$ cat src/design/audio_playout_buffer_with_fades_defines.svh
// Assertion helpers for the playout buffer. Every check runs on clock and is
// switched off while reset is high.
`ifndef AUDIO_PLAYOUT_BUFFER_WITH_FADES_DEFINES_SVH
`define AUDIO_PLAYOUT_BUFFER_WITH_FADES_DEFINES_SVH

// Condition that holds at every edge
`define APBF_ASSERT_HOLDS(label, cond, msg) \
   label: assert property (@(posedge clock) disable iff (reset) (cond)) \
      else $error(msg);

// Consequence in the same cycle
`define APBF_ASSERT_IMPLIES(label, ante, cons, msg) \
   label: assert property (@(posedge clock) disable iff (reset) (ante) |-> (cons)) \
      else $error(msg);

// Consequence in the next cycle
`define APBF_ASSERT_NEXT(label, ante, cons, msg) \
   label: assert property (@(posedge clock) disable iff (reset) (ante) |=> (cons)) \
      else $error(msg);

`endif

$ cat src/design/apbf_pkg.sv
package apbf_pkg;

   // Field widths
   localparam int SAMPLE_W = 16;
   localparam int CMD_W    = 2;
   localparam int FRAME_W  = 7;
   localparam int THR_W    = 12;
   localparam int CNT_W    = 32;
   localparam int QUEUED_W = 13;

   // Default sizing
   localparam int DEF_FIFO_DEPTH   = 4096;
   localparam int DEF_MAX_PERIOD   = 64;
   localparam int DEF_FADE_IN_LEN  = 64;
   localparam int DEF_FADE_OUT_MAX = 32;

   // Fade-in gain is (FADE_GAIN_OFFSET - r) / 2**FADE_SHIFT
   localparam int FADE_GAIN_OFFSET = 65;
   localparam int FADE_SHIFT       = 6;

   localparam logic [THR_W-1:0] THR_RESET = THR_W'(256);

   // Command codes
   localparam logic [CMD_W-1:0] CMD_PUSH  = 2'd0;
   localparam logic [CMD_W-1:0] CMD_PULL  = 2'd1;
   localparam logic [CMD_W-1:0] CMD_CLEAR = 2'd2;

   // Sequencer to fade-out unit
   typedef struct packed {
      logic                       start;
      logic                       step;
      logic signed [SAMPLE_W-1:0] seed;
      logic [FRAME_W-1:0]         len;
   } ramp_ctrl_type;

   // Fade-out unit to sequencer
   typedef struct packed {
      logic                       done;
      logic signed [SAMPLE_W-1:0] sample;
   } ramp_stat_type;

endpackage

$ cat src/design/apbf_ramp_unit.sv
// Fade-out ramp generator. On start it divides |seed| by len one quotient bit
// a cycle, then each step yields seed * k / len for k = len-1 down to 0,
// truncated toward zero, by subtracting the quotient and remainder once per
// frame. One subtractor serves both the divide and the ramp.
module apbf_ramp_unit import apbf_pkg::*; (
   input  logic          clock,
   input  logic          reset,
   input  ramp_ctrl_type ctrl,
   output ramp_stat_type stat
);

   localparam int DivCntW = $clog2(SAMPLE_W);
   localparam logic [DivCntW-1:0] DivLast = DivCntW'(SAMPLE_W - 1);

   logic                busy_ff, busy_in;
   logic [DivCntW-1:0]  cnt_ff, cnt_in;
   logic                sign_ff, sign_in;
   logic [SAMPLE_W-1:0] quo_ff, quo_in;
   logic [FRAME_W-1:0]  rem_ff, rem_in;
   logic [FRAME_W-1:0]  len_ff, len_in;
   logic [SAMPLE_W-1:0] qm_ff, qm_in;
   logic [FRAME_W-1:0]  rm_ff, rm_in;

   logic [FRAME_W:0]    rem_sh;
   logic [FRAME_W:0]    sub_a, sub_b;
   logic [FRAME_W+1:0]  diff;
   logic                neg;
   logic [FRAME_W+1:0]  rm_fix;
   logic [SAMPLE_W-1:0] qm_next;
   logic [SAMPLE_W-1:0] mag;

   // Shared subtractor: divide trial while busy, remainder step otherwise
   assign rem_sh = {rem_ff, quo_ff[SAMPLE_W-1]};
   assign sub_a  = busy_ff ? rem_sh : {1'b0, rm_ff};
   assign sub_b  = busy_ff ? {1'b0, len_ff} : {1'b0, rem_ff};
   assign diff   = {1'b0, sub_a} - {1'b0, sub_b};
   assign neg    = diff[FRAME_W+1];

   // Ramp magnitude for the frame being stepped
   assign rm_fix  = diff + {2'b00, len_ff};
   assign qm_next = qm_ff - quo_ff - SAMPLE_W'(neg);
   assign mag     = ctrl.seed[SAMPLE_W-1] ? SAMPLE_W'(-ctrl.seed) : SAMPLE_W'(ctrl.seed);

   always_comb begin
      busy_in = busy_ff;
      cnt_in  = cnt_ff;
      sign_in = sign_ff;
      quo_in  = quo_ff;
      rem_in  = rem_ff;
      len_in  = len_ff;
      qm_in   = qm_ff;
      rm_in   = rm_ff;
      if (ctrl.start) begin
         busy_in = 1'b1;
         cnt_in  = '0;
         sign_in = ctrl.seed[SAMPLE_W-1];
         quo_in  = mag;
         rem_in  = '0;
         len_in  = ctrl.len;
         qm_in   = mag;
         rm_in   = '0;
      end else if (busy_ff) begin
         // one restoring divide step
         rem_in = neg ? rem_sh[FRAME_W-1:0] : diff[FRAME_W-1:0];
         quo_in = {quo_ff[SAMPLE_W-2:0], ~neg};
         cnt_in = cnt_ff + 1'b1;
         if (cnt_ff == DivLast) begin
            busy_in = 1'b0;
         end
      end else if (ctrl.step) begin
         // advance the ramp by one frame, borrow from remainder
         rm_in = neg ? rm_fix[FRAME_W-1:0] : diff[FRAME_W-1:0];
         qm_in = qm_next;
      end
   end

   always_ff @(posedge clock) begin
      if (reset) begin
         busy_ff <= 1'b0;
         cnt_ff  <= '0;
      end else begin
         busy_ff <= busy_in;
         cnt_ff  <= cnt_in;
      end
      sign_ff <= sign_in;
      quo_ff  <= quo_in;
      rem_ff  <= rem_in;
      len_ff  <= len_in;
      qm_ff   <= qm_in;
      rm_ff   <= rm_in;
   end

   assign stat.done   = ~busy_ff;
   assign stat.sample = sign_ff ? -$signed(qm_next) : $signed(qm_next);

endmodule

$ cat config.mk
export PLATFORM = sky130hd
export DESIGN_NAME = apbf_ramp_unit
export DESIGN_NICKNAME = d
export VERILOG_FILES = /design/src/design/audio_playout_buffer_with_fades_defines.svh /design/src/design/apbf_pkg.sv /design/src/design/apbf_ramp_unit.sv
export SDC_FILE = /design/constraint.sdc
export NUM_CORES = 1
export LEC_CHECK = 0
export ABC_AREA = 1
export BUFFER_PORTS_ARGS = -buffer_cell sky130_fd_sc_hd__buf_2
export CORE_ASPECT_RATIO = 1.25
export CORE_MARGIN = 5
export CORE_UTILIZATION = 55
export CTS_CLUSTER_SIZE = 20
export DETAILED_ROUTE_END_ITERATION = 7
export PLACE_DENSITY = 0.77
export SLEW_MARGIN = 40
export SYNTH_ARGS = -nofsm -noshare
export SYNTH_HDL_FRONTEND = slang
export SYNTH_SLANG_ARGS = --single-unit
$ cat constraint.sdc
create_clock -name clock -period 12.1 [get_ports clock]
set_input_delay 1.21 -clock clock [delete_from_list [all_inputs] [get_ports clock]]
set_output_delay 1.21 -clock clock [all_outputs]
set_load 0.01 [all_outputs]
* Word-level counts from Yosys, hierarchy flattened
Index checks and enable logic that the tools add are counted.
** Storage, ports and cells
- Logic and storage cells :: 38
- Register bits :: 59
- Output and inout bits :: 17
** Cells by class
- Reduce and logical (&&, ||, !) cells :: 5
- $add $sub $neg :: 7
- Multiplexer cells :: 14
- Bitwise gates (word level) :: 2
- Equal/unequal tests :: 2
** Operator list (number)
- 16-bit 2-to-1 mux :: 7
- 16-bit negator :: 2
- 7-bit 2-to-1 mux :: 3
- 16-bit by 1-bit subtractor with 16-bit output :: 1
- 16-bit subtractor :: 1
- 8-bit by 7-bit subtractor with 9-bit output :: 1
- 8-bit 2-to-1 mux :: 1
- 7-bit adder :: 1
- 4-bit by 1-bit adder with 4-bit output (second input constant) :: 1
- 4-bit equality test (second input constant) :: 1
- 2-bit AND reduction :: 2
- 2-bit nonzero test :: 2
- 1-bit 2-to-1 mux :: 3
- 2-bit inequality test (second input constant) :: 1
- 1-bit inverter :: 2
- 2-bit OR reduction :: 1

* Logic depth before layout (Yosys ltp)
Gate-level depths: netlist of run 1.
- Depth after elaboration :: 6
- Mapped depth :: 34
- Gate-level depth less buffers :: 32

* Least setup slack after synthesis of run 1
Ideal clock, no wire load.
- Path type :: register -> output
- Start point :: reg busy_ff
- End point :: out stat[12] (netlist name)
- Required time :: 10.890 ns
- Stages on the path, launching flop included :: 31
- Slack :: 6.318 ns
- Arrival :: 4.572 ns
- Cell sequence :: dfxtp_1 buf_2 buf_1 nand2_1 o21ai_0 ha_1 inv_1 fa_1 nand3_1 nand3_1 nand4_1 o2111ai_2 inv_1 fa_1 inv_1 ha_1 inv_1 nand2_1 inv_1 fa_1 ha_1 inv_1 nor2_1 nand3_1 nor2_2 nand3_1 nor2_4 nand3_1 nand2_1 nand2_1 nand2_1
** RTL lines
- from (decl) :: line apbf_ramp_unit.sv:15 : logic busy_ff, busy_in;
- from (signal assigned) :: line apbf_ramp_unit.sv:82 : busy_ff <= busy_in;
- to (decl) :: line apbf_ramp_unit.sv:9 : output ramp_stat_type stat

==> flow_metrics.env, run 1 <==
export IMPL_maxSlewViolCount=0
export IMPL_cts_resized_gates=0
export IMPL_crit_path_start_kind="flop"
export IMPL_rsz0062_at_grt="false"
export IMPL_synth_area_top_cells="edfxtp_1, nand2_1, ha_1"
export IMPL_core_area_um2=9130
export IMPL_htree_num_levels=3
export IMPL_yosysMostFrequentCell="nand2_1"
export IMPL_gp_congestion=0.930
export IMPL_cts_reportedPaths_clkPinSlew_ps=50
export IMPL_num_rows=39
export IMPL_r2r_start="busy_ff"
export IMPL_clk_latency_ps=330
export IMPL_netlist_area_leader_share_pct=23.6
export IMPL_yosysWarnings=0
export IMPL_synth_top_cell_by_area="edfxtp_1"
export IMPL_crit_path_end_kind="primary output"
export IMPL_cp_max_fo=39
export IMPL_detail_route_antenna_nets=0
export IMPL_synthCells=727
export IMPL_grt_max_degree=47
export IMPL_via_per_inst=5.26
export IMPL_cts_num_sinks=59
export IMPL_antenna_cells=0
export IMPL_worstSetupPathType="reg -> out"
export IMPL_setup_violations=0
export IMPL_cts_setup_buffers=0
export IMPL_async_reset_ff_share_pct=0
export IMPL_tightest_slew_ps=823
export IMPL_die_h_um=118
export IMPL_arrival_ps=5670
export IMPL_ys_types=42
export IMPL_crit_start="busy_ff"
export IMPL_syn_area_per_cell_um2=7.01
export IMPL_antenna_found_initial=0
export IMPL_syn_to_final_growth_pct=11.2
export IMPL_maxSlewHeadroom_pct=45.0
export IMPL_yosys_top_cells_count="nand2_1, inv_1, nand3_1"
export IMPL_crit_buf_inv=9
export IMPL_path_delay_family="adder cells"
export IMPL_grt_pass1_vias=4698
export IMPL_fin_skew_ps=3.83
export IMPL_period_minus_slack_ps=6880
export IMPL_setup_tns_ps=0
export IMPL_cp_slowest_cell="fa_1"
export IMPL_hold_buffers=0
export IMPL_status="finished, final reports clean"
export IMPL_r2r_slack_ps=7050
export IMPL_pre_cts_ws_ps=5550
export IMPL_place_port_buffers=43
export IMPL_wl_mm=12.0
export IMPL_dr_total_vias=4712
export IMPL_crit_end="stat[14]"
export IMPL_hpwlAfterDp_mm=9.34
export IMPL_drt_first_pass_iters=5
export IMPL_clk_path_buf_depth=2
export IMPL_max_freq_mhz=145
export IMPL_holdCritStartpoint="rm_ff[6]"
export IMPL_required_ps=10890
export IMPL_fill_cells=841
export IMPL_synth_edf_count=40
export IMPL_wl_per_cell_um=13.4
export IMPL_cap_violations=0
export IMPL_ios=44
export IMPL_r2r_cells=25
export IMPL_cts_root_buf="clkbuf_16"
export IMPL_hold_class="reg -> reg"
export IMPL_grt_overflow=0
export IMPL_layout_nets=843
export IMPL_hold_viol=0
export IMPL_fp_dieW_um=96.1
export IMPL_drtIter0Drc=267
export IMPL_grtUsageTotal_pct=22.9
export IMPL_initial_core_util_pct=55.8
export IMPL_critical_path_max_stage_delay_ps=550
export IMPL_multi_input_area_um2=2910
export IMPL_synth_nets=802
export IMPL_numCtsBuffers=9
export IMPL_syn_area_um2=5100
export IMPL_fin_ws_ps=5220
export IMPL_synth_seq_cells=59
export IMPL_path_common_cell="inv_1"
export IMPL_regArea_um2=1580
export IMPL_yosysSeqAreaShare_pct=31.0
export IMPL_cts_tree="yes"
export IMPL_synth_flop_cell="edfxtp_1"
export IMPL_drc_errors=0
export IMPL_dieArea_um2=11300
export IMPL_drive_above_1_share_pct=12.9
export IMPL_r2r_end="qm_ff[14]"
export IMPL_min_period_over_period_pct=56.9
export IMPL_grt_pass1_wl_mm=20.7
export IMPL_cp_depth=28
[stage by stage]
step	cells	hold slack, ps	instance area [um2]	util, %
5_1_grt	896	537	5670	62.1
3_5_place_dp	880	465	5410	59.3
6_report	896	496	5670	62.1
2_1_floorplan	727	448	5100	-
4_1_cts	896	502	5670	62.1
3_3_place_gp	880	464	5410	59.3
[layout by cell type (no fill, tap or decap), types with 4 or more instances in the layout]
| cell | synthesis | layout |
|---|---|---|
| nand2_1 | 190 | 190 |
| inv_1 | 137 | 137 |
| nand3_1 | 47 | 47 |
| nor2_1 | 44 | 44 |
| o21ai_0 | 44 | 44 |
| ha_1 | 44 | 44 |
| buf_2 | 4 | 42 |
| edfxtp_1 | 40 | 40 |
| a21oi_1 | 37 | 37 |
| dfxtp_1 | 19 | 19 |
| nand2_2 | 18 | 18 |
| xor2_1 | 11 | 11 |
| xnor2_1 | 10 | 10 |
| clkbuf_16 | 0 | 9 |
| nand4_1 | 8 | 8 |
| o21ai_1 | 6 | 6 |
| clkinv_1 | 3 | 5 |
| nor3_1 | 5 | 5 |
| nand3b_1 | 5 | 5 |
| nand3_2 | 5 | 5 |
| nor2_4 | 4 | 4 |
| fa_1 | 4 | 4 |
[worst min-delay path, delay by kind of cell, from the launching register on]
kind          cells  cell delay, ps
flops             1             310
simple gates      2             140
[logic make-up after synthesis]
group                    count (synthesis)  synth area share (%)
XOR/XNOR                                21                  3.61
adder cells (fa/ha/maj)                 48                  12.4
flip-flops                              59                  31.0
buffers and inverters                  158                  11.9
AO/OA/AOI/OAI                          101                  10.8
AND/OR/NAND/NOR                        340                  30.3
[how the worst min path moves through the flow]
stage / endpoint / slack (ps) / depth (start not counted)
after global placement: rm_ff[6] / 460 / 2
after CTS: rm_ff[6] / 500 / 2
after global routing: rem_ff[4] / 540 / 2
after floorplan: rm_ff[6] / 450 / 2
final: rm_ff[6] / 500 / 2
after detailed placement: rm_ff[6] / 470 / 2
[layout make-up]
cell class | instances | share of cell area (%)
Multi-Input combinational cell | 510 | 51.3
Sequential cell | 59 | 27.9
Inverter | 143 | 9.47
Clock buffer | 12 | 4.17
Timing Repair Buffer | 45 | 4.11
Tap cell | 123 | 2.72
Clock inverter | 4 | 0.309
[registers in the layout, summed over array words and instances (netlist names)]
register / flops
busy_ff: 1
cnt_ff: 4
len_ff: 7
qm_ff: 16
quo_ff: 16
rem_ff: 7
rm_ff: 7
sign_ff: 1
[metal layers]
layer	global-route usage (%)	part of all wire (%)	vias to the layer above
met3	4.09	5.5	38
met1	25.9	40	2131
met5	0	0	-
met2	40.5	52	140
met4	10.3	3.3	0
li1	-	-	2403
Power of run 1 is left out: the tool's default activity adds up to more than one toggle a clock period on the data nets, which glitch-free logic cannot reach.
==> run 2: changes to the inputs <==
- PLACE_DENSITY: 0.77 -> 0.8
- clock period: 12.1 -> 5.9 ns (I/O delays scaled with it)
==> flow_metrics.env, run 2 (same netlist as run 1, synthesis figures left out) <==
export IMPL_max_freq_mhz=180
export IMPL_required_ps=5310
export IMPL_final_core_util_pct=63.8
export IMPL_reg_largest_list="qm_ff (16), quo_ff (16)"
export IMPL_min_period_over_period_pct=93.9
export IMPL_dr_total_vias=4827
export IMPL_critical_path_max_stage_delay_ps=570
export IMPL_gp_congestion=0.908
export IMPL_detail_route_antenna_nets=0
export IMPL_grt_overflow=0
export IMPL_layout_commonest_cell="nand2_1"
export IMPL_antenna_cells=0
export IMPL_cts_num_sinks=59
export IMPL_hold_viol=0
export IMPL_cp_slowest_cell="fa_2"
export IMPL_setup_violations=0
export IMPL_numCtsBuffers=9
export IMPL_multi_input_area_um2=2920
export IMPL_crit_path_end_kind="primary output"
export IMPL_status="finished, final reports clean"
export IMPL_clk_path_buf_depth=2
export IMPL_crit_path_start_kind="flop"
export IMPL_fin_area_um2=5820
export IMPL_die_h_um=118
export IMPL_dieArea_um2=11300
export IMPL_grt_pass1_wl_mm=20.4
export IMPL_cts_root_buf="clkbuf_16"
export IMPL_place_port_buffers=43
export IMPL_drive_above_1_share_pct=14.9
export IMPL_arrival_ps=4950
export IMPL_worstSetupPathType="reg -> out"
export IMPL_ios=44
export IMPL_drt_first_pass_iters=5
export IMPL_maxSlewHeadroom_pct=46.8
export IMPL_tightest_slew_ps=796
export IMPL_mostFrequentLayoutCells="nand2_1, inv_1, nand3_1"
export IMPL_grt_max_degree=47
export IMPL_core_area_um2=9130
export IMPL_cts_reportedPaths_clkPinSlew_ps=50
export IMPL_regArea_um2=1580
export IMPL_fp_dieW_um=96.1
export IMPL_clk_latency_ps=340
export IMPL_htree_num_levels=3
export IMPL_grt_pass1_vias=4680
export IMPL_placed_cell_area_um2=5430
export IMPL_cts_tree="yes"
export IMPL_path_common_cell="inv_1"
export IMPL_layout_nets=850
export IMPL_rsz0062_at_grt="false"
export IMPL_num_rows=39
export IMPL_cap_violations=0
export IMPL_setup_tns_ps=0
export IMPL_antenna_found_initial=0
export IMPL_wl_per_cell_um=13.6
export IMPL_via_per_inst=5.35
export IMPL_drtIter0Drc=275
export IMPL_hpwlAfterDp_mm=9.59
export IMPL_drc_errors=0
export IMPL_initial_core_util_pct=55.8
export IMPL_hold_class="in -> reg"
export IMPL_fin_ws_ps=358
export IMPL_maxSlewViolCount=0
export IMPL_period_minus_slack_ps=5540
export IMPL_syn_to_final_growth_pct=14.2
export IMPL_wl_mm=12.3
export IMPL_fin_skew_ps=10.4
export IMPL_cp_max_fo=16
export IMPL_fill_cells=836
export IMPL_pre_cts_ws_ps=587
export IMPL_grtUsageTotal_pct=22.8
## run 2: cell types whose count changed in the layout (fill, tap and decap cells not counted), moves of 2 or more
| cell | change |
|---|---|
| nand2_2 | +2 |
| bufinv_16 | +2 |
| nand2_1 | -2 |
| buf_4 | +4 |
| clkinv_1 | -2 |
| clkbuf_1 | -2 |
## run 2: per-stage QoR
step,hold slack [ps],cells
2_1_floorplan,448,727
3_3_place_gp,464,883
3_5_place_dp,477,883
4_1_cts,424,899
5_1_grt,427,903
6_report,430,903
## run 2: metal layers
| metal | global-route usage, % | vias to the layer above | wire length (um) |
|---|---|---|---|
| li1 | - | 2424 | - |
| met5 | 0 | - | 0 |
| met1 | 25.4 | 2228 | 4940 |
| met3 | 4.28 | 33 | 585 |
| met4 | 9.96 | 0 | 425 |
| met2 | 40.9 | 142 | 6310 |
## run 2: worst paths after layout
kind / from / end / depth (start not counted) / slack [ps]
min reg2reg: rem_ff[4] / rem_ff[4] / 2 / 480
max reg2reg: busy_ff / qm_ff[14] / 28 / 1560
min: ctrl[1] / len_ff[1] / 1 / 430
max: busy_ff / stat[14] / 31 / 360
## run 2: what timing repair did
action	4_1_cts	5_1_grt
hold buffers	0	0
setup buffers	0	3
resized for setup	0	5
setup endpoints to repair	0	7
## run 2: area by class of cell
cell class	instances	area share [%]
multi-input cells	510	50.2
flip-flops and latches	59	27.2
inverters	143	9.22
repair buffers	52	5.27
clock buffers	11	4.17
well taps	123	2.64
clock inverters	5	1.33
## run 2: critical path, delay by kind of cell, from the launching register on
kind	cells	cell delay, ps
AOI/OAI and AO/OA	2	210
adders and majority gates	6	1890
buffers and inverters	9	780
DFF	1	320
and+or+nand+nor	14	1400
Power of run 2 is left out for the same reason.
==> run 3: changes to the inputs <==
- clock period: 5.9 -> 4.7 ns (I/O delays scaled with it)
==> flow_metrics.env, run 3 (same netlist as run 1, synthesis figures left out) <==
export IMPL_status="finished, violations left"
export IMPL_violations="setup timing"
export IMPL_clk_path_buf_depth=2
export IMPL_via_per_inst=5.39
export IMPL_num_rows=39
export IMPL_hold_viol=0
export IMPL_crit_path_start_kind="flop"
export IMPL_maxSlewHeadroom_pct=48.0
export IMPL_fin_ws_ps=-467
export IMPL_cp_max_fo=5
export IMPL_clk_latency_ps=340
export IMPL_htree_num_levels=3
export IMPL_setup_tns_ps=-4520
export IMPL_fin_cells=938
export IMPL_arrival_ps=4700
export IMPL_max_freq_mhz=194
export IMPL_numCtsBuffers=9
export IMPL_required_ps=4230
export IMPL_worstSetupPathType="reg -> out"
export IMPL_drtIter0Drc=316
export IMPL_ios=44
export IMPL_hpwlAfterDp_mm=9.81
export IMPL_crit_path_end_kind="primary output"
export IMPL_tightest_slew_ps=777
export IMPL_place_inst=909
export IMPL_fin_skew_ps=8.52
export IMPL_cap_violations=0
export IMPL_initial_core_util_pct=55.8
export IMPL_cp_slowest_cell="fa_2"
export IMPL_wl_mm=13.3
export IMPL_drive_above_1_share_pct=22.3
export IMPL_die_h_um=118
export IMPL_grt_pass1_vias=4876
export IMPL_hold_buffers=0
export IMPL_grt_pass1_wl_mm=21.1
export IMPL_grt_max_degree=46
export IMPL_cts_reportedPaths_clkPinSlew_ps=50
export IMPL_drc_errors=0
export IMPL_fill_cells=763
export IMPL_rsz0062_at_grt="true"
export IMPL_grt_overflow=0
export IMPL_fp_dieW_um=96.1
export IMPL_setup_violations=12
export IMPL_wl_per_cell_um=14.1
export IMPL_dieArea_um2=11300
export IMPL_period_minus_slack_ps=5170
export IMPL_cts_root_buf="clkbuf_16"
export IMPL_final_core_util_pct=67.8
export IMPL_cts_num_sinks=59
export IMPL_cts_tree="yes"
export IMPL_grtUsageTotal_pct=23.4
export IMPL_layout_commonest_cell="nand2_1"
export IMPL_gp_congestion=0.905
export IMPL_pre_cts_ws_ps=-132
export IMPL_reg_largest_list="qm_ff (16), quo_ff (16)"
export IMPL_antenna_found_initial=1
export IMPL_layout_nets=885
export IMPL_hold_class="in -> reg"
export IMPL_dr_total_vias=5054
export IMPL_place_port_buffers=43
export IMPL_min_period_over_period_pct=110
export IMPL_core_area_um2=9130
export IMPL_maxSlewViolCount=0
export IMPL_antenna_cells=0
export IMPL_syn_to_final_growth_pct=21.4
export IMPL_detail_route_antenna_nets=0
export IMPL_critical_path_max_stage_delay_ps=570
export IMPL_mostFrequentLayoutCells="nand2_1, inv_1, buf_2"
export IMPL_drt_first_pass_iters=5
[run 3: cell types whose count changed in the layout (fill, tap and decap cells not counted), moves of 4 or more]
cell     before  now
nand2_1     188  182
nor2_1       44   40
buf_4         7   41
nand3_1      46   38
o21ai_0      44   40
inv_1       136  132
nand2_2      20   25
nand3_2       6   14
inv_2         4    8
[run 3: routing by layer]
metal	vias up	global-route usage (%)	wire, um
li1	2491	-	-
met4	2	12.8	549
met5	-	0	12
met1	2337	25.2	5020
met2	171	42.0	7030
met3	53	3.77	655
[run 3: final timing paths]
path,from,depth (start not counted),slack [ps],endpoint
max,busy_ff,31,-470,stat[13]
min,ctrl[0],1,310,len_ff[0]
max reg2reg,busy_ff,30,470,qm_ff[14]
min reg2reg,rm_ff[6],2,480,rm_ff[6]
[run 3: critical path, delay by kind of cell, from the launching register on]
family	cells	cell delay [ps]
adder cells (fa/ha/maj)	5	1700
AND/OR/NAND/NOR	16	1370
buffers and inverters	8	650
flip-flops	1	370
AO/OA/AOI/OAI	2	240
[run 3: layout make-up]
type                       instances  area (um2)  share of cell area (%)
clock buffer                       9         225                    3.64
clock inverter                     7        58.8                   0.950
inverter                         143         537                    8.68
multi-input combinational        510        3040                    49.2
sequential                        59        1590                    25.6
tap                              123         154                    2.49
timing repair buffer              87         586                    9.46
[run 3: repair_timing]
item | CTS | global route
gates cloned | 0 | 1
pin swaps | 15 | 17
setup endpoints to repair | 12 | 15
resized for setup | 14 | 24
buffers inserted | 6 | 7
[run 3: per-stage QoR]
stage	hold slack [ps]	area, um2
finish	307	6190
global route	308	6190
CTS	307	6040
detailed placement	473	5670
global placement	464	5670
floorplan	448	5150
Power of run 3 is left out for the same reason.
